==> src/sv/psf2_pkg.sv <==
package psf2_pkg;

  localparam int unsigned GLYPH_COUNT_BITS_DEF = 16;
  localparam int unsigned GLYPH_SIZE_BITS_DEF  = 12;

  localparam logic [31:0] PSF2_MAGIC   = 32'h864a_b572;
  localparam logic [31:0] HEADER_BYTES = 32'd32;
  localparam logic [7:0]  GLYPH_SEP    = 8'hFF;
  localparam logic [7:0]  LEAD_1_MAX   = 8'h7F;
  localparam logic [7:0]  LEAD_2_MAX   = 8'hDF;
  localparam logic [7:0]  LEAD_3_MAX   = 8'hEF;

  localparam logic [4:0]  HDR_LAST     = 5'd31;

  // header word numbers
  localparam logic [2:0]  HW_MAGIC  = 3'd0;
  localparam logic [2:0]  HW_HSIZE  = 3'd2;
  localparam logic [2:0]  HW_COUNT  = 3'd4;
  localparam logic [2:0]  HW_SIZE   = 3'd5;
  localparam logic [2:0]  HW_HEIGHT = 3'd6;

  typedef enum logic [1:0] {
    PH_HEADER = 2'd0,
    PH_GLYPHS = 2'd1,
    PH_TABLE  = 2'd2,
    PH_IDLE   = 2'd3
  } phase_t;

  typedef enum logic [2:0] {
    KIND_HDR_OK   = 3'd0,
    KIND_HDR_BAD  = 3'd1,
    KIND_GLYPH    = 3'd2,
    KIND_MAP      = 3'd3,
    KIND_TBL_DONE = 3'd4
  } kind_t;

  function automatic logic [15:0] sat16(input logic [31:0] v);
    logic [15:0] r;
    r = (v[31:16] != 16'd0) ? 16'hFFFF : v[15:0];
    return r;
  endfunction

endpackage

==> src/sv/psf2_font_stream_parser.sv <==
// PSF2 font stream parser. Takes one font file byte per clock (in_file_start
// marks byte 0 of a new file and restarts the parse), checks the 32-byte
// header, then reports every glyph bitmap byte and every Unicode table key
// with its glyph number. A byte can be accepted every cycle; a byte waits in
// the input register only while a finished word is held on the output. Each
// byte passes an input register and a result register, so its word, if any,
// is loaded as the byte leaves the input register. Bytes that produce nothing
// (most header bytes, inner key bytes, line ends, anything after the table or
// a rejected header) leave no word on the output. Glyph count and glyph size
// wider than GLYPH_COUNT_BITS / GLYPH_SIZE_BITS make the header rejected.
module psf2_font_stream_parser #(
  parameter int unsigned GLYPH_COUNT_BITS = psf2_pkg::GLYPH_COUNT_BITS_DEF,
  parameter int unsigned GLYPH_SIZE_BITS  = psf2_pkg::GLYPH_SIZE_BITS_DEF
) (
  input  logic        clk,
  input  logic        rst_n,
  input  logic        in_valid,
  output logic        in_ready,
  input  logic [7:0]  in_file_byte,
  input  logic        in_file_start,
  output logic        out_valid,
  input  logic        out_ready,
  output logic [2:0]  out_kind,
  output logic [15:0] out_glyph_index,
  output logic [11:0] out_byte_index,
  output logic [7:0]  out_data_byte,
  output logic [31:0] out_char_key,
  output logic [15:0] out_glyph_total,
  output logic [11:0] out_glyph_bytes,
  output logic [15:0] out_glyph_height,
  output logic [15:0] out_glyph_width
);

  localparam int unsigned GCB = GLYPH_COUNT_BITS;
  localparam int unsigned GSB = GLYPH_SIZE_BITS;

  // input register
  logic       s1_valid_r;
  logic [7:0] s1_byte_r;
  logic       s1_start_r;
  logic       s1_adv;

  // parse state
  psf2_pkg::phase_t phase_r, phase_nxt;
  logic [4:0]     hcount_r, hcount_nxt;
  logic [31:0]    wshift_r, wshift_nxt;
  logic           hok_r, hok_nxt;
  logic [GCB-1:0] total_r, total_nxt;
  logic [GSB-1:0] bpg_r, bpg_nxt;
  logic [15:0]    height_r, height_nxt;
  logic [GCB-1:0] gcnt_r, gcnt_nxt;
  logic [GSB-1:0] bcnt_r, bcnt_nxt;
  logic [1:0]     bleft_r, bleft_nxt;
  logic [31:0]    key_r, key_nxt;

  // state as seen by the current byte (restart applied)
  psf2_pkg::phase_t cur_phase;
  logic [4:0]     cur_hcount;
  logic [31:0]    cur_wshift;
  logic           cur_hok;
  logic [GCB-1:0] cur_total;
  logic [GSB-1:0] cur_bpg;
  logic [15:0]    cur_height;
  logic [GCB-1:0] cur_gcnt;
  logic [GSB-1:0] cur_bcnt;
  logic [1:0]     cur_bleft;
  logic [31:0]    cur_key;

  logic [31:0]    ws_new;
  logic           word_done;
  logic           hdr_last;
  logic [GSB-1:0] bcnt_inc;
  logic [GCB-1:0] gcnt_inc;
  logic           glyph_end;
  logic           count_end;
  logic [31:0]    key_shift;

  // result
  logic        res_valid;
  psf2_pkg::kind_t res_kind;
  logic [15:0] res_gindex;
  logic [11:0] res_bindex;
  logic [7:0]  res_data;
  logic [31:0] res_key;
  logic [15:0] res_gtotal;
  logic [11:0] res_gbytes;
  logic [15:0] res_height;
  logic [15:0] res_width;

  logic        out_valid_r;
  logic [2:0]  out_kind_r;
  logic [15:0] out_gindex_r;
  logic [11:0] out_bindex_r;
  logic [7:0]  out_data_r;
  logic [31:0] out_key_r;
  logic [15:0] out_gtotal_r;
  logic [11:0] out_gbytes_r;
  logic [15:0] out_height_r;
  logic [15:0] out_width_r;

  logic [31:0] gcnt_ext, bcnt_ext, total_ext, bpg_ext;

  assign s1_adv   = s1_valid_r && (!out_valid_r || out_ready);
  assign in_ready = !s1_valid_r || s1_adv;

  always_ff @(posedge clk) begin
    if (!rst_n) begin
      s1_valid_r <= 1'b0;
    end else if (in_ready) begin
      s1_valid_r <= in_valid;
    end
  end

  always_ff @(posedge clk) begin
    if (in_valid && in_ready) begin
      s1_byte_r  <= in_file_byte;
      s1_start_r <= in_file_start;
    end
  end

  always_comb begin
    if (s1_start_r) begin
      cur_phase  = psf2_pkg::PH_HEADER;
      cur_hcount = '0;
      cur_wshift = '0;
      cur_hok    = 1'b1;
      cur_total  = '0;
      cur_bpg    = '0;
      cur_height = '0;
      cur_gcnt   = '0;
      cur_bcnt   = '0;
      cur_bleft  = '0;
      cur_key    = '0;
    end else begin
      cur_phase  = phase_r;
      cur_hcount = hcount_r;
      cur_wshift = wshift_r;
      cur_hok    = hok_r;
      cur_total  = total_r;
      cur_bpg    = bpg_r;
      cur_height = height_r;
      cur_gcnt   = gcnt_r;
      cur_bcnt   = bcnt_r;
      cur_bleft  = bleft_r;
      cur_key    = key_r;
    end
  end

  assign ws_new    = {s1_byte_r, cur_wshift[31:8]};
  assign word_done = (cur_hcount[1:0] == 2'b11);
  assign hdr_last  = (cur_hcount == psf2_pkg::HDR_LAST);
  assign bcnt_inc  = cur_bcnt + GSB'(1);
  assign gcnt_inc  = cur_gcnt + GCB'(1);
  assign glyph_end = (bcnt_inc >= cur_bpg);
  assign count_end = (gcnt_inc >= cur_total);
  assign key_shift = {cur_key[23:0], s1_byte_r};

  // next state
  always_comb begin
    phase_nxt  = cur_phase;
    hcount_nxt = cur_hcount;
    wshift_nxt = cur_wshift;
    hok_nxt    = cur_hok;
    total_nxt  = cur_total;
    bpg_nxt    = cur_bpg;
    height_nxt = cur_height;
    gcnt_nxt   = cur_gcnt;
    bcnt_nxt   = cur_bcnt;
    bleft_nxt  = cur_bleft;
    key_nxt    = cur_key;
    case (cur_phase)
      psf2_pkg::PH_HEADER: begin
        wshift_nxt = ws_new;
        hcount_nxt = cur_hcount + 5'd1;
        if (word_done) begin
          case (cur_hcount[4:2])
            psf2_pkg::HW_MAGIC: begin
              if (ws_new != psf2_pkg::PSF2_MAGIC) hok_nxt = 1'b0;
            end
            psf2_pkg::HW_HSIZE: begin
              if (ws_new != psf2_pkg::HEADER_BYTES) hok_nxt = 1'b0;
            end
            psf2_pkg::HW_COUNT: begin
              if ((ws_new >> GCB) != 32'd0) hok_nxt = 1'b0;
              total_nxt = GCB'(ws_new);
            end
            psf2_pkg::HW_SIZE: begin
              if ((ws_new >> GSB) != 32'd0) hok_nxt = 1'b0;
              bpg_nxt = GSB'(ws_new);
            end
            psf2_pkg::HW_HEIGHT: begin
              height_nxt = psf2_pkg::sat16(ws_new);
            end
            default: begin
            end
          endcase
        end
        if (hdr_last) begin
          gcnt_nxt  = '0;
          bcnt_nxt  = '0;
          bleft_nxt = '0;
          key_nxt   = '0;
          if (!cur_hok || cur_total == '0) begin
            phase_nxt = psf2_pkg::PH_IDLE;
          end else if (cur_bpg == '0) begin
            phase_nxt = psf2_pkg::PH_TABLE;
          end else begin
            phase_nxt = psf2_pkg::PH_GLYPHS;
          end
        end
      end
      psf2_pkg::PH_GLYPHS: begin
        bcnt_nxt = bcnt_inc;
        if (glyph_end) begin
          bcnt_nxt = '0;
          gcnt_nxt = gcnt_inc;
          if (count_end) begin
            gcnt_nxt  = '0;
            phase_nxt = psf2_pkg::PH_TABLE;
          end
        end
      end
      psf2_pkg::PH_TABLE: begin
        if (cur_bleft != 2'd0) begin
          key_nxt   = key_shift;
          bleft_nxt = cur_bleft - 2'd1;
        end else if (s1_byte_r == psf2_pkg::GLYPH_SEP) begin
          gcnt_nxt = gcnt_inc;
          if (count_end) phase_nxt = psf2_pkg::PH_IDLE;
        end else begin
          key_nxt = {24'd0, s1_byte_r};
          if (s1_byte_r <= psf2_pkg::LEAD_1_MAX) begin
            bleft_nxt = 2'd0;
          end else if (s1_byte_r <= psf2_pkg::LEAD_2_MAX) begin
            bleft_nxt = 2'd1;
          end else if (s1_byte_r <= psf2_pkg::LEAD_3_MAX) begin
            bleft_nxt = 2'd2;
          end else begin
            bleft_nxt = 2'd3;
          end
        end
      end
      default: begin
      end
    endcase
  end

  assign gcnt_ext  = 32'(cur_gcnt);
  assign bcnt_ext  = 32'(cur_bcnt);
  assign total_ext = 32'(cur_total);
  assign bpg_ext   = 32'(cur_bpg);

  // result
  always_comb begin
    res_valid  = 1'b0;
    res_kind   = psf2_pkg::KIND_HDR_OK;
    res_gindex = '0;
    res_bindex = '0;
    res_data   = '0;
    res_key    = '0;
    res_gtotal = '0;
    res_gbytes = '0;
    res_height = '0;
    res_width  = '0;
    case (cur_phase)
      psf2_pkg::PH_HEADER: begin
        if (hdr_last) begin
          res_valid = 1'b1;
          if (!cur_hok) begin
            res_kind = psf2_pkg::KIND_HDR_BAD;
          end else begin
            res_kind   = psf2_pkg::KIND_HDR_OK;
            res_gtotal = total_ext[15:0];
            res_gbytes = bpg_ext[11:0];
            res_height = cur_height;
            res_width  = psf2_pkg::sat16(ws_new);
          end
        end
      end
      psf2_pkg::PH_GLYPHS: begin
        res_valid  = 1'b1;
        res_kind   = psf2_pkg::KIND_GLYPH;
        res_gindex = gcnt_ext[15:0];
        res_bindex = bcnt_ext[11:0];
        res_data   = s1_byte_r;
      end
      psf2_pkg::PH_TABLE: begin
        if (cur_bleft != 2'd0) begin
          if (cur_bleft == 2'd1) begin
            res_valid  = 1'b1;
            res_kind   = psf2_pkg::KIND_MAP;
            res_gindex = gcnt_ext[15:0];
            res_key    = key_shift;
          end
        end else if (s1_byte_r == psf2_pkg::GLYPH_SEP) begin
          if (count_end) begin
            res_valid = 1'b1;
            res_kind  = psf2_pkg::KIND_TBL_DONE;
          end
        end else if (s1_byte_r <= psf2_pkg::LEAD_1_MAX) begin
          res_valid  = 1'b1;
          res_kind   = psf2_pkg::KIND_MAP;
          res_gindex = gcnt_ext[15:0];
          res_key    = {24'd0, s1_byte_r};
        end
      end
      default: begin
      end
    endcase
  end

  always_ff @(posedge clk) begin
    if (!rst_n) begin
      phase_r  <= psf2_pkg::PH_HEADER;
      hcount_r <= '0;
      wshift_r <= '0;
      hok_r    <= 1'b1;
      total_r  <= '0;
      bpg_r    <= '0;
      height_r <= '0;
      gcnt_r   <= '0;
      bcnt_r   <= '0;
      bleft_r  <= '0;
      key_r    <= '0;
    end else if (s1_adv) begin
      phase_r  <= phase_nxt;
      hcount_r <= hcount_nxt;
      wshift_r <= wshift_nxt;
      hok_r    <= hok_nxt;
      total_r  <= total_nxt;
      bpg_r    <= bpg_nxt;
      height_r <= height_nxt;
      gcnt_r   <= gcnt_nxt;
      bcnt_r   <= bcnt_nxt;
      bleft_r  <= bleft_nxt;
      key_r    <= key_nxt;
    end
  end

  always_ff @(posedge clk) begin
    if (!rst_n) begin
      out_valid_r <= 1'b0;
    end else if (!out_valid_r || out_ready) begin
      out_valid_r <= s1_adv && res_valid;
    end
  end

  always_ff @(posedge clk) begin
    if (s1_adv && res_valid) begin
      out_kind_r   <= res_kind;
      out_gindex_r <= res_gindex;
      out_bindex_r <= res_bindex;
      out_data_r   <= res_data;
      out_key_r    <= res_key;
      out_gtotal_r <= res_gtotal;
      out_gbytes_r <= res_gbytes;
      out_height_r <= res_height;
      out_width_r  <= res_width;
    end
  end

  assign out_valid        = out_valid_r;
  assign out_kind         = out_kind_r;
  assign out_glyph_index  = out_gindex_r;
  assign out_byte_index   = out_bindex_r;
  assign out_data_byte    = out_data_r;
  assign out_char_key     = out_key_r;
  assign out_glyph_total  = out_gtotal_r;
  assign out_glyph_bytes  = out_gbytes_r;
  assign out_glyph_height = out_height_r;
  assign out_glyph_width  = out_width_r;

  a_idle_sticky: assert property (@(posedge clk) disable iff (!rst_n)
    (s1_adv && !s1_start_r && phase_r == psf2_pkg::PH_IDLE)
    |=> (phase_r == psf2_pkg::PH_IDLE))
    else $error("left idle phase without a new file");

  a_gcnt_range: assert property (@(posedge clk) disable iff (!rst_n)
    (phase_r == psf2_pkg::PH_GLYPHS || phase_r == psf2_pkg::PH_TABLE)
    |-> (gcnt_r < total_r))
    else $error("glyph counter beyond glyph count");

  a_bcnt_range: assert property (@(posedge clk) disable iff (!rst_n)
    (phase_r == psf2_pkg::PH_GLYPHS) |-> (bcnt_r < bpg_r))
    else $error("byte counter beyond glyph size");

  a_bleft_table: assert property (@(posedge clk) disable iff (!rst_n)
    (bleft_r != 2'd0) |-> (phase_r == psf2_pkg::PH_TABLE))
    else $error("pending key bytes outside the table");

endmodule
==> config.mk <==
export PLATFORM = sky130hd
export DESIGN_NAME = psf2_font_stream_parser
export DESIGN_NICKNAME = d
export VERILOG_FILES = /design/src/sv/psf2_pkg.sv /design/src/sv/psf2_font_stream_parser.sv
export SDC_FILE = /design/constraint.sdc
export NUM_CORES = 1
export LEC_CHECK = 0
export BUFFER_PORTS_ARGS = -buffer_cell sky130_fd_sc_hd__buf_4
export CORE_ASPECT_RATIO = 0.8
export CORE_MARGIN = 3
export CORE_UTILIZATION = 50
export DETAILED_ROUTE_END_ITERATION = 7
export GPL_TIMING_DRIVEN = 0
export PLACE_DENSITY_LB_ADDON = 0.08
export SLEW_MARGIN = 20
export SYNTH_ARGS = -nofsm -noshare
export SYNTH_HDL_FRONTEND = slang
export SYNTH_SLANG_ARGS = --single-unit
==> constraint.sdc <==
create_clock -name clk -period 22.8 [get_ports clk]
set_clock_uncertainty 0.1 [all_clocks]
set_input_delay 1.14 -clock clk [delete_from_list [all_inputs] [get_ports clk]]
set_output_delay 1.14 -clock clk [all_outputs]
set_load 0.1 [all_outputs]
-- After elaboration in Yosys (flattened, before gate mapping)
Index checks and enable logic that the tools add are counted.
- word-level logic and storage cells: 146
- bits in latches: 0
- register bits: 280
- memories: 0
- output and inout bits: 133
- bits in writable memories: 0
- memory bits (read-only): 0
- input bits: 13
- div/mod/pow operators: 0
- equal/unequal tests: 12
- multiply operators: 0
- shift-type cells: 0
- magnitude comparators: 5
- bitwise logic cells: 0
- muxes and demuxes: 83
- reduce and logical (&&, ||, !) cells: 18
- $add $sub $neg: 4
- operators with widths (cell ; number):
    2-to-1 mux 16 bit ; 19
    2-to-1 mux 32 bit ; 8
    2-to-1 mux 12 bit ; 7
    case mux 32 bit (2 select lines) ; 1
    nonzero test 32 bit ; 2
    case mux 16 bit (3 select lines) ; 1
    2-to-1 mux 2 bit ; 17
    inequality test 32 bit (second input constant) ; 1
    inequality test 32 x 6 -> 1 bit (second input constant) ; 1
    case mux 16 bit (2 select lines) ; 1
    case mux 12 bit (2 select lines) ; 1
    adder 16 x 1 -> 16 bit (second input constant) ; 1
    greater-or-equal comparator 16 bit ; 1
    less-or-equal comparator 8 bit (second input constant) ; 2
    zero test 16 bit ; 1
    2-to-1 mux 1 bit ; 16
    2-to-1 mux 8 bit ; 2
    nonzero test 16 bit ; 1
    adder 12 x 1 -> 12 bit (second input constant) ; 1
    greater-or-equal comparator 12 bit ; 1
    zero test 12 bit ; 1
    2-to-1 mux 5 bit ; 2
    equality test 3 bit (second input constant) ; 3
    2-to-1 mux 3 bit ; 3
    other kinds (20) ; 28

-- Longest topological paths before layout
Gate-level depths: netlist of run 1.
- depth in word-level cells: 8
- depth in mapped cells: 21

-- Worst setup path after synthesis of run 1
No wires, ideal clock.
- path type: reg-to-reg
- start point: register s1_start_r
- end point: register out_bindex_r[0], in the netlist out_byte_index[0], enable pin
- arrival time: 9763 ps
- cell stages (with the launch flop): 16
- library setup time: 666 ps
- data required time: 22034 ps
- setup slack: 12271 ps
- cells stage by stage: edfxtp_1 -> buf_2 -> buf_2 -> nor2b_1 -> ha_1 -> and3_1 -> nand3_1 -> xor2_1 -> ha_1 -> nand2_1 -> or3_1 -> o221ai_1 -> a21oi_1 -> o21a_1 -> or3b_1 -> a21oi_1
- longest elaborated chain between the ends: 8
- elaborated cells between the ends (all ways): 20
- ends and longest elaborated chain (element ; line ; text):
    from (decl) ; psf2_font_stream_parser.sv:40 ; logic s1_start_r;
    from (signal assigned) ; psf2_font_stream_parser.sv:117 ; s1_start_r <= in_file_start;
    2-to-1 mux 16 bit ; psf2_font_stream_parser.sv:122 ; if (s1_start_r) begin
    adder 16 x 1 -> 16 bit ; psf2_font_stream_parser.sv:153 ; assign gcnt_inc = cur_gcnt + GCB'(1);
    greater-or-equal comparator 16 bit ; psf2_font_stream_parser.sv:155 ; assign count_end = (gcnt_inc >= cur_total);
    2-to-1 mux 1 bit ; psf2_font_stream_parser.sv:296 ; if (count_end) begin
    2-to-1 mux 1 bit ; psf2_font_stream_parser.sv:295 ; end else if (s1_byte_r == psf2_pkg::GLYPH_SEP) begin
    2-to-1 mux 1 bit ; psf2_font_stream_parser.sv:288 ; if (cur_bleft != 2'd0) begin
    case mux 1 bit (3 select lines) (*) ; psf2_font_stream_parser.sv:265 ; case (cur_phase)
    logical AND 1 bit (*) ; psf2_font_stream_parser.sv:349 ; if (s1_adv && res_valid) begin
    to (signal assigned) ; psf2_font_stream_parser.sv:352 ; out_bindex_r <= res_bindex;
    to (decl) ; psf2_font_stream_parser.sv:93 ; logic [11:0] out_bindex_r;
Every way passes the cells marked *; elsewhere a longest branch is shown, timed or not.
A chain may end at the register's enable or synchronous reset.

-- Worst setup path after layout of run 1
- start point: register s1_start_r
- end point: register gcnt_r[7]
- elaborated cells between the ends (all ways): 22
- RTL lines (element ; line ; text):
    2-to-1 mux 12 bit ; psf2_font_stream_parser.sv:122 ;
    via cur_bcnt[0] ; psf2_font_stream_parser.sv:65 ; logic [GSB-1:0] cur_bcnt;
    adder 12 x 1 -> 12 bit ; psf2_font_stream_parser.sv:152 ; assign bcnt_inc = cur_bcnt + GSB'(1);
    greater-or-equal comparator 12 bit ; psf2_font_stream_parser.sv:154 ; assign glyph_end = (bcnt_inc >= cur_bpg);
    2-to-1 mux 16 bit ; psf2_font_stream_parser.sv:214 ; if (glyph_end) begin
    case mux 16 bit (3 select lines) ; psf2_font_stream_parser.sv:171 ; case (cur_phase)
    to (signal assigned) ; psf2_font_stream_parser.sv:333 ; gcnt_r <= gcnt_nxt;
    to (decl) ; psf2_font_stream_parser.sv:51 ; logic [GCB-1:0] gcnt_r, gcnt_nxt;
The timed path passes the listed nets, and every way through them passes these cells.

==> results of run 1 <==
[registers in the layout (all words and copies together) (netlist names), 2 cells and up]
| signal | cells |
|---|---|
| bpg_r | 12 |
| out_kind | 3 |
| out_char_key | 32 |
| phase_r | 2 |
| height_r | 16 |
| key_r | 24 |
| out_glyph_index | 16 |
| out_glyph_total | 16 |
| wshift_r | 24 |
| total_r | 16 |
| out_glyph_bytes | 12 |
| out_data_byte | 8 |
| out_byte_index | 12 |
| gcnt_r | 16 |
| bleft_r | 2 |
| bcnt_r | 12 |
| out_glyph_width | 16 |
| s1_byte_r | 8 |
| out_glyph_height | 16 |
| hcount_r | 5 |
[per-layer routing]
metal | share of wire, % | wire [um] | global-route usage, %
met1 | 44 | 16800 | 40.0
met2 | 42 | 16000 | 39.7
met3 | 10 | 3910 | 6.44
met4 | 2.9 | 1080 | 8.51
met5 | 0 | 0 | 0
[how the worst max path moves through the flow]
stage / from / end / slack, ps / cells after the start
3_5_place_dp: s1_start_r$_DFFE_PP_ / gcnt_r[7]$_SDFFE_PN0P_ / 16370 / 19
4_1_cts: s1_start_r$_DFFE_PP_ / gcnt_r[7]$_SDFFE_PN0P_ / 16340 / 19
3_3_place_gp: s1_start_r$_DFFE_PP_ / out_byte_index[11]$_SDFFCE_PN0P_ / 8230 / 14
5_1_grt: s1_start_r$_DFFE_PP_ / gcnt_r[7]$_SDFFE_PN0P_ / 15920 / 20
6_report: s1_start_r$_DFFE_PP_ / gcnt_r[7]$_SDFFE_PN0P_ / 16170 / 20
2_1_floorplan: s1_start_r$_DFFE_PP_ / out_byte_index[0]$_SDFFCE_PN0P_ / 12270 / 15
[layout make-up]
| cell class | instances | area [sq um] | share of cell area, % |
|---|---|---|---|
| plain buffers | 78 | 319 | 2.08 |
| clock buffers | 44 | 781 | 5.10 |
| clock inverters | 8 | 104 | 0.678 |
| multi-input cells | 936 | 5590 | 36.5 |
| repair buffers | 151 | 1250 | 8.18 |
| flip-flops and latches | 272 | 6850 | 44.7 |
| well taps | 318 | 398 | 2.60 |
| inverters | 7 | 26.3 | 0.171 |
[layout by cell type, fill, tap and decap left out, types with 16 or more instances in the layout]
| master | count |
|---|---|
| nand2_1 | 121 |
| xnor2_1 | 16 |
| a22oi_1 | 75 |
| nor2b_1 | 35 |
| and2_1 | 100 |
| clkbuf_16 | 28 |
| clkbuf_1 | 72 |
| nor4_1 | 17 |
| edfxtp_1 | 140 |
| a21oi_1 | 73 |
| nor3_1 | 21 |
| ha_1 | 36 |
| o21ai_0 | 65 |
| nand3_1 | 22 |
| nor2_1 | 176 |
| buf_4 | 147 |
| dfxtp_1 | 132 |
[worst min-delay path, stage by stage, from the launching register on]
cell,delay [ps]
dfxtp_1,300
nand2_1,50
a21oi_1,50
[per-stage QoR]
| step | area, sq um | utilization [%] | instances |
|---|---|---|---|
| after floorplan | 12800 | - | 1293 |
| final | 15300 | 61.9 | 1814 |
| after global placement | 14300 | 57.6 | 1756 |
| after detailed placement | 14400 | 58.3 | 1762 |
| after CTS | 15300 | 61.9 | 1814 |
| after global routing | 15300 | 61.9 | 1814 |
[power groups by stage]
| stage | Combinational [W] | Sequential [W] | Clock (W) |
|---|---|---|---|
| after floorplan | 0.0000252 | 0.000527 | 0 |
| after global placement | 0.0000403 | 0.000530 | 0 |
| after detailed placement | 0.0000405 | 0.000530 | 0 |
| after CTS | 0.0000408 | 0.000520 | 0.000453 |
| after global routing | 0.0000449 | 0.000520 | 0.000472 |
| final | 0.0000424 | 0.000520 | 0.000447 |
[kinds of logic after synthesis]
group,Yosys count
buffers and inverters,85
flip-flops,272
multiplexers,14
XOR/XNOR,30
AND/OR/NAND/NOR,557
AO/OA/AOI/OAI,299
adder cells (fa/ha/maj),36
==> impl_metrics.env, run 1 <==
export IMPL_num_antenna_cells=0
export IMPL_synth_ff_type="edfxtp_1"
export IMPL_yosysWarnings=0
export IMPL_place_gp_congestion=0.935
export IMPL_cts_root_buf="clkbuf_16"
export IMPL_worst_ep_required_time_ps=23130
export IMPL_min_path_type="register to register"
export IMPL_ys_types=70
export IMPL_drt_initial_drc_count=1493
export IMPL_p_comb_share_pct=4.2
export IMPL_arrival_ps=6960
export IMPL_cts_tree="yes"
export IMPL_switchingPower_w=0.000227
export IMPL_holdPathStages=2
export IMPL_synth_avg_cell_area_sq_um=9.88
export IMPL_post_drt_wl_per_cell_um=20.8
export IMPL_io_buffers=145
export IMPL_nFillCells=2109
export IMPL_p_clk_share_pct=44.3
export IMPL_grt_ovfl_total=0
export IMPL_die_h_um=149
export IMPL_syn_to_final_growth_pct=19.9
export IMPL_cts_hold_buf=0
export IMPL_r2r_start="s1_start_r$_DFFE_PP_"
export IMPL_die_area_sq_mm=0.0275
export IMPL_drv_cap=0
export IMPL_swShare_pct=22.5
export IMPL_fmax_mhz=151
export IMPL_crit_fanout=10
export IMPL_cts_buffers=28
export IMPL_crit_type="register to register"
export IMPL_period_minus_slack_ps=6630
export IMPL_async_flop_share_pct=0
export IMPL_htreeDepth=1
export IMPL_drt_pass1_iterations=8
export IMPL_insertion_delay_ps=550
export IMPL_seqPwrFrac_pct=51.5
export IMPL_synth_top_family_by_area="simple AND/OR/NAND/NOR gates"
export IMPL_crit_family="buffers and inverters"
export IMPL_synth_edff_count=140
export IMPL_drv_slew=0
export IMPL_synth_seq_cells=272
export IMPL_synthSimpleGateAreaFrac_pct=21.6
export IMPL_drc=0
export IMPL_cts_resized=0
export IMPL_clk_transition_reported_paths_ps=60
export IMPL_ys_top_cells_by_count="nor2_1, edfxtp_1, dfxtp_1, nand2_1, and2_1"
export IMPL_cts_buffer_depth=3
export IMPL_finalCritPeriodShare_pct=29.1
export IMPL_worst_slack_ps=16170
export IMPL_grt_max_degree=27
export IMPL_final_nets=1523
export IMPL_synth_top_area_share_pct=32.9
export IMPL_yosys_top_cells_area="edfxtp_1, dfxtp_1, nor2_1, and2_1, a22oi_1"
export IMPL_synth_mux_area_share_pct=1.12
export IMPL_power_density_mw_per_mm2=65.9
export IMPL_post_cts_buffers=0
export IMPL_setup_viol=0
export IMPL_irDropWorstVdd_uv=54.6
export IMPL_antenna_found_initial=0
export IMPL_synth_fp_nets=1342
export IMPL_status="complete, no violations"
export IMPL_rows=51
export IMPL_crit_buf_inv=5
export IMPL_tns_ps=0
export IMPL_drive_gt1_share_pct=15.4
export IMPL_worstMarginPinSlew_ps=922
export IMPL_min_delay_start="height_r[4]$_SDFFE_PN0P_"
export IMPL_initial_core_util_pct=51.6
export IMPL_synth_xor_area_share_pct=2.06
export IMPL_timing_rr_end="gcnt_r[7]$_SDFFE_PN0P_"
export IMPL_max_stage_delay_ps=700
export IMPL_p_leak_nw=6.02
export IMPL_intPower_w=0.000783
export IMPL_rsz0062_at_grt="no"
export IMPL_yosys_area_top_type="edfxtp_1"
export IMPL_core_sq_mm=0.0248
export IMPL_antenna_left=0
export IMPL_dp_hpwl_um=27200
export IMPL_vias=10800
export IMPL_synth_compound_area_share_pct=15.4
export IMPL_worst_r2r_path_depth=20
export IMPL_boundaryPins=146
export IMPL_yosysSeqAreaShare_pct=53.6
export IMPL_syn_instance_count=1293
export IMPL_grt_pass1_vias=10400
export IMPL_path_cells="buf_2, buf_2, buf_2, buf_2, clkbuf_1, nor2b_1, ha_1, nand3_1, or2_0, o21ai_0, a21oi_1, ha_1, nand4_1, nor2_1, a2111oi_2, nand2_1, a21o_1, a21oi_1, nand2_1, o41ai_1"
export IMPL_holdPathEnd="height_r[4]$_SDFFE_PN0P_"
export IMPL_worstSetupEndpointType="register"
export IMPL_grt_usage_pct=27.1
export IMPL_p_total_w=0.00101
export IMPL_dieWidth_um=185
export IMPL_synth_most_common_cell="nor2_1"
export IMPL_crit_slowest_cell="edfxtp_1"
export IMPL_r2r_slack_ps=16170
export IMPL_slew_headroom_pct=38.5
export IMPL_yosys_area_share_adder_pct=3.53
export IMPL_pre_cts_slack_ps=16370
export IMPL_cts_sinks=272
export IMPL_final_hold_viol_count=0
export IMPL_finalHoldWorstSlack_ps=356
export IMPL_avgViaCountPerCell=5.97
export IMPL_grt_pass1_wl_um=58500
export IMPL_crit_path_start_kind="register"
export IMPL_path_common_cell="buf_2"
export IMPL_wl_um=37800
export IMPL_synthesis_area_sq_mm=0.0128
Note: power is estimated with default switching activity, not from simulation.
==> run 2: changes to the inputs <==
--- a/config.mk
+++ b/config.mk
@@ -5,6 +5,7 @@
 export SDC_FILE = /design/constraint.sdc
 export NUM_CORES = 1
 export LEC_CHECK = 0
+export ABC_AREA = 1
 export BUFFER_PORTS_ARGS = -buffer_cell sky130_fd_sc_hd__buf_4
 export CORE_ASPECT_RATIO = 0.8
 export CORE_MARGIN = 3
==> constraint.sdc (replaced) <==
create_clock -name clk -period 5.86 [get_ports clk]
set_clock_uncertainty 0.1 [all_clocks]
set_input_delay 0.293 -clock clk [delete_from_list [all_inputs] [get_ports clk]]
set_output_delay 0.293 -clock clk [all_outputs]
set_load 0.1 [all_outputs]
==> run 2 against run 1 <==
Non-clock buffer count rose by 33. Critical path type unchanged. Synthesized cell count rose by 37%. Critical endpoint is now out_glyph_total[5]$_SDFFCE_PN0P_. Largest cell class unchanged. Highest routed layer is now met5. Final cell count rose by 29%. Setup slack got worse by 16000 ps. Clock-buffer cell count fell by 4. First-iteration DRC count rose by 21%. Largest power group unchanged.
==> impl_metrics.env, run 2 <==
export IMPL_status="complete, no violations"
export IMPL_clk_transition_reported_paths_ps=70
export IMPL_cts_tree="yes"
export IMPL_synth_ff_type="edfxtp_1"
export IMPL_place_area_sq_mm=0.0159
export IMPL_crit_slowest_cell="edfxtp_1"
export IMPL_synth_seq_cells=272
export IMPL_synth_xor_area_share_pct=0.922
export IMPL_pre_cts_slack_ps=159
export IMPL_vias=13600
export IMPL_crit_fanout=35
export IMPL_yosysSeqAreaShare_pct=48.0
export IMPL_htreeDepth=1
export IMPL_synth_most_common_cell="nand2_1"
export IMPL_num_antenna_cells=0
export IMPL_r2r_start="s1_start_r$_DFFE_PP_"
export IMPL_tns_ps=0
export IMPL_io_buffers=144
export IMPL_worst_slack_ps=372
export IMPL_worst_r2r_path_depth=24
export IMPL_yosys_area_top_type="edfxtp_1"
export IMPL_initial_core_util_pct=51.6
export IMPL_die_h_um=157
export IMPL_syn_instance_count=1773
export IMPL_async_flop_share_pct=0
export IMPL_final_nets=2013
export IMPL_slew_headroom_pct=41.7
export IMPL_drv_slew=0
export IMPL_arrival_ps=5620
export IMPL_synth_edff_count=140
export IMPL_drt_initial_drc_count=1807
export IMPL_rows=54
export IMPL_synth_top_family_by_area="simple AND/OR/NAND/NOR gates"
export IMPL_power_density_mw_per_mm2=252
export IMPL_synthSimpleGateAreaFrac_pct=21.9
export IMPL_holdPathEnd="wshift_r[29]$_SDFFE_PN0P_"
export IMPL_synth_mux_area_share_pct=0
export IMPL_ys_types=44
export IMPL_crit_type="register to register"
export IMPL_worst_ep_required_time_ps=6000
export IMPL_cts_buffers=28
export IMPL_die_area_sq_mm=0.0306
export IMPL_rsz0062_at_grt="no"
export IMPL_yosys_area_share_adder_pct=3.16
export IMPL_irDropWorstVdd_uv=216
export IMPL_final_common_cell="nand2_1"
export IMPL_cts_root_buf="clkbuf_16"
export IMPL_final_core_util_pct=61.2
export IMPL_placedCellCount=2284
export IMPL_largest_reg_flops=32
export IMPL_mostFrequentLayoutCells="nand2_1, inv_1, nor2_1, a21oi_1, buf_4"
export IMPL_drive_gt1_share_pct=14.0
export IMPL_drv_cap=0
export IMPL_antenna_found_initial=1
export IMPL_grt_max_degree=38
export IMPL_fmax_mhz=182
export IMPL_cts_buffer_depth=3
export IMPL_synth_compound_area_share_pct=16.0
export IMPL_synthesis_area_sq_mm=0.0143
export IMPL_fin_area_sq_mm=0.0169
export IMPL_avgViaCountPerCell=5.77
export IMPL_path_common_cell="nand2_1"
export IMPL_worstSetupEndpointType="register"
export IMPL_final_hold_viol_count=0
export IMPL_grt_usage_pct=29.5
export IMPL_syn_to_final_growth_pct=18.6
export IMPL_ys_top_cells_by_count="nand2_1, inv_1, nor2_1, a21oi_1, edfxtp_1"
export IMPL_crit_path_start_kind="register"
export IMPL_boundaryPins=146
export IMPL_dieWidth_um=195
export IMPL_place_gp_congestion=0.956
export IMPL_r2r_slack_ps=370
export IMPL_final_cells=2349
export IMPL_drc=0
export IMPL_dp_hpwl_um=34200
export IMPL_max_stage_delay_ps=390
export IMPL_worstMarginPinSlew_ps=869
export IMPL_finalCritPeriodShare_pct=93.7
export IMPL_path_cells="buf_6, inv_6, buf_6, buf_4, buf_2, nand2_1, inv_1, ha_1, nand3_1, inv_2, nand2_1, o21ai_0, nand2_1, ha_1, nand2_1, nor4_1, nand2_1, nand2_1, nand4_1, nand2_1, nand2_1, clkinvlp_4, buf_12, buf_12"
export IMPL_wl_um=46500
export IMPL_setup_viol=0
export IMPL_grt_pass1_wl_um=71500
export IMPL_p_leak_nw=7.21
export IMPL_yosys_top_cells_area="edfxtp_1, dfxtp_1, nand2_1, inv_1, a21oi_1"
export IMPL_antenna_left=0
export IMPL_holdPathStages=3
export IMPL_synth_top_area_share_pct=29.5
export IMPL_post_drt_wl_per_cell_um=19.8
export IMPL_grt_pass1_vias=12600
export IMPL_period_minus_slack_ps=5490
export IMPL_insertion_delay_ps=570
export IMPL_synth_avg_cell_area_sq_um=8.04
export IMPL_core_sq_mm=0.0276
export IMPL_cts_sinks=272
export IMPL_timing_rr_end="out_glyph_total[5]$_SDFFCE_PN0P_"
export IMPL_drt_pass1_iterations=6
export IMPL_min_delay_start="rst_n"
export IMPL_yosysWarnings=0
export IMPL_min_path_type="input port to register"
export IMPL_grt_ovfl_total=0
export IMPL_synth_fp_nets=1822
run 2: cell count changes after synthesis, moves of 14 or more:
| cell | before | now |
|---|---|---|
| nand3_1 | 22 | 77 |
| inv_1 | 7 | 234 |
| a221oi_1 | 2 | 47 |
| xnor2_1 | 16 | 2 |
| a22oi_1 | 75 | 0 |
| o22ai_1 | 1 | 24 |
| o211ai_1 | 5 | 47 |
| nand4_1 | 12 | 26 |
| nor3_1 | 21 | 35 |
| and2_1 | 100 | 2 |
| nor2b_1 | 35 | 0 |
| a21oi_1 | 74 | 166 |
| nand2_1 | 121 | 361 |
run 2: metal layers:
layer  up-vias  track usage (%)  part of all wire (%)
met5         -                0                 0.030
met3        94             5.35                    10
met2       704             44.6                    43
met1      6386             44.0                    45
li1       6375                -                     -
met4         2             7.40                   2.5
run 2: how the worst max path moves through the flow:
stage	from	end	slack (ps)	depth (start not counted)
3_3_place_gp	s1_start_r$_DFFE_PP_	out_glyph_width[9]$_SDFFCE_PN0P_	-1540	22
6_report	s1_start_r$_DFFE_PP_	out_glyph_total[5]$_SDFFCE_PN0P_	370	24
4_1_cts	s1_start_r$_DFFE_PP_	out_glyph_total[4]$_SDFFCE_PN0P_	100	24
3_5_place_dp	s1_start_r$_DFFE_PP_	out_glyph_total[4]$_SDFFCE_PN0P_	160	24
5_1_grt	s1_start_r$_DFFE_PP_	out_glyph_total[4]$_SDFFCE_PN0P_	50	24
2_1_floorplan	s1_start_r$_DFFE_PP_	out_byte_index[0]$_SDFFCE_PN0P_	520	22
run 2: stage by stage:
| stage | power (W) | hold slack [ps] |
|---|---|---|
| 2_1_floorplan | 0.00236 | 292 |
| 3_3_place_gp | 0.00248 | 351 |
| 3_5_place_dp | 0.00249 | 355 |
| 4_1_cts | 0.00426 | 232 |
| 5_1_grt | 0.00439 | 282 |
| 6_report | 0.00425 | 267 |
run 2: final cells by class:
class                   instances  area [sq um]
fillers                      2475         10700
flip-flops and latches        272          6850
multi-input cells            1152          5990
repair buffers                160          1270
inverters                     247           936
clock buffers                  40           787
plain buffers                 102           489
well taps                     364           455
clock inverters                11           124
repair inverters                1          7.51
run 2: kinds of logic (layout without fill, tap and decap cells):
kind of cell / count (synthesis) / in the layout
buf+inv: 349 / 561
simple gates: 718 / 718
flops: 272 / 272
fa+ha+maj: 36 / 36
compound gates: 383 / 383
xor+xnor: 15 / 15
run 2: timing repair:
item,4_1_cts,5_1_grt
gates resized for setup,0,2
endpoints found under the hold margin,11,0
setup endpoints to repair,0,108
setup buffers,0,2
hold buffers,11,0
run 2: power by group:
| group | switching, W | total [W] | internal (W) |
|---|---|---|---|
| sequential | 0.0000334 | 0.00207 | 0.00203 |
| clock | 0.000755 | 0.00178 | 0.00102 |
| combinational | 0.000293 | 0.000410 | 0.000117 |
| total | 0.00108 | 0.00425 | 0.00317 |
run 2: worst max-delay path: cells and delay by family (launching register included):
family / cells / cell delay (ps)
buffers and inverters: 10 / 2020
AO/OA/AOI/OAI: 1 / 290
AND/OR/NAND/NOR: 11 / 1770
flip-flops: 1 / 390
adder cells (fa/ha/maj): 2 / 510
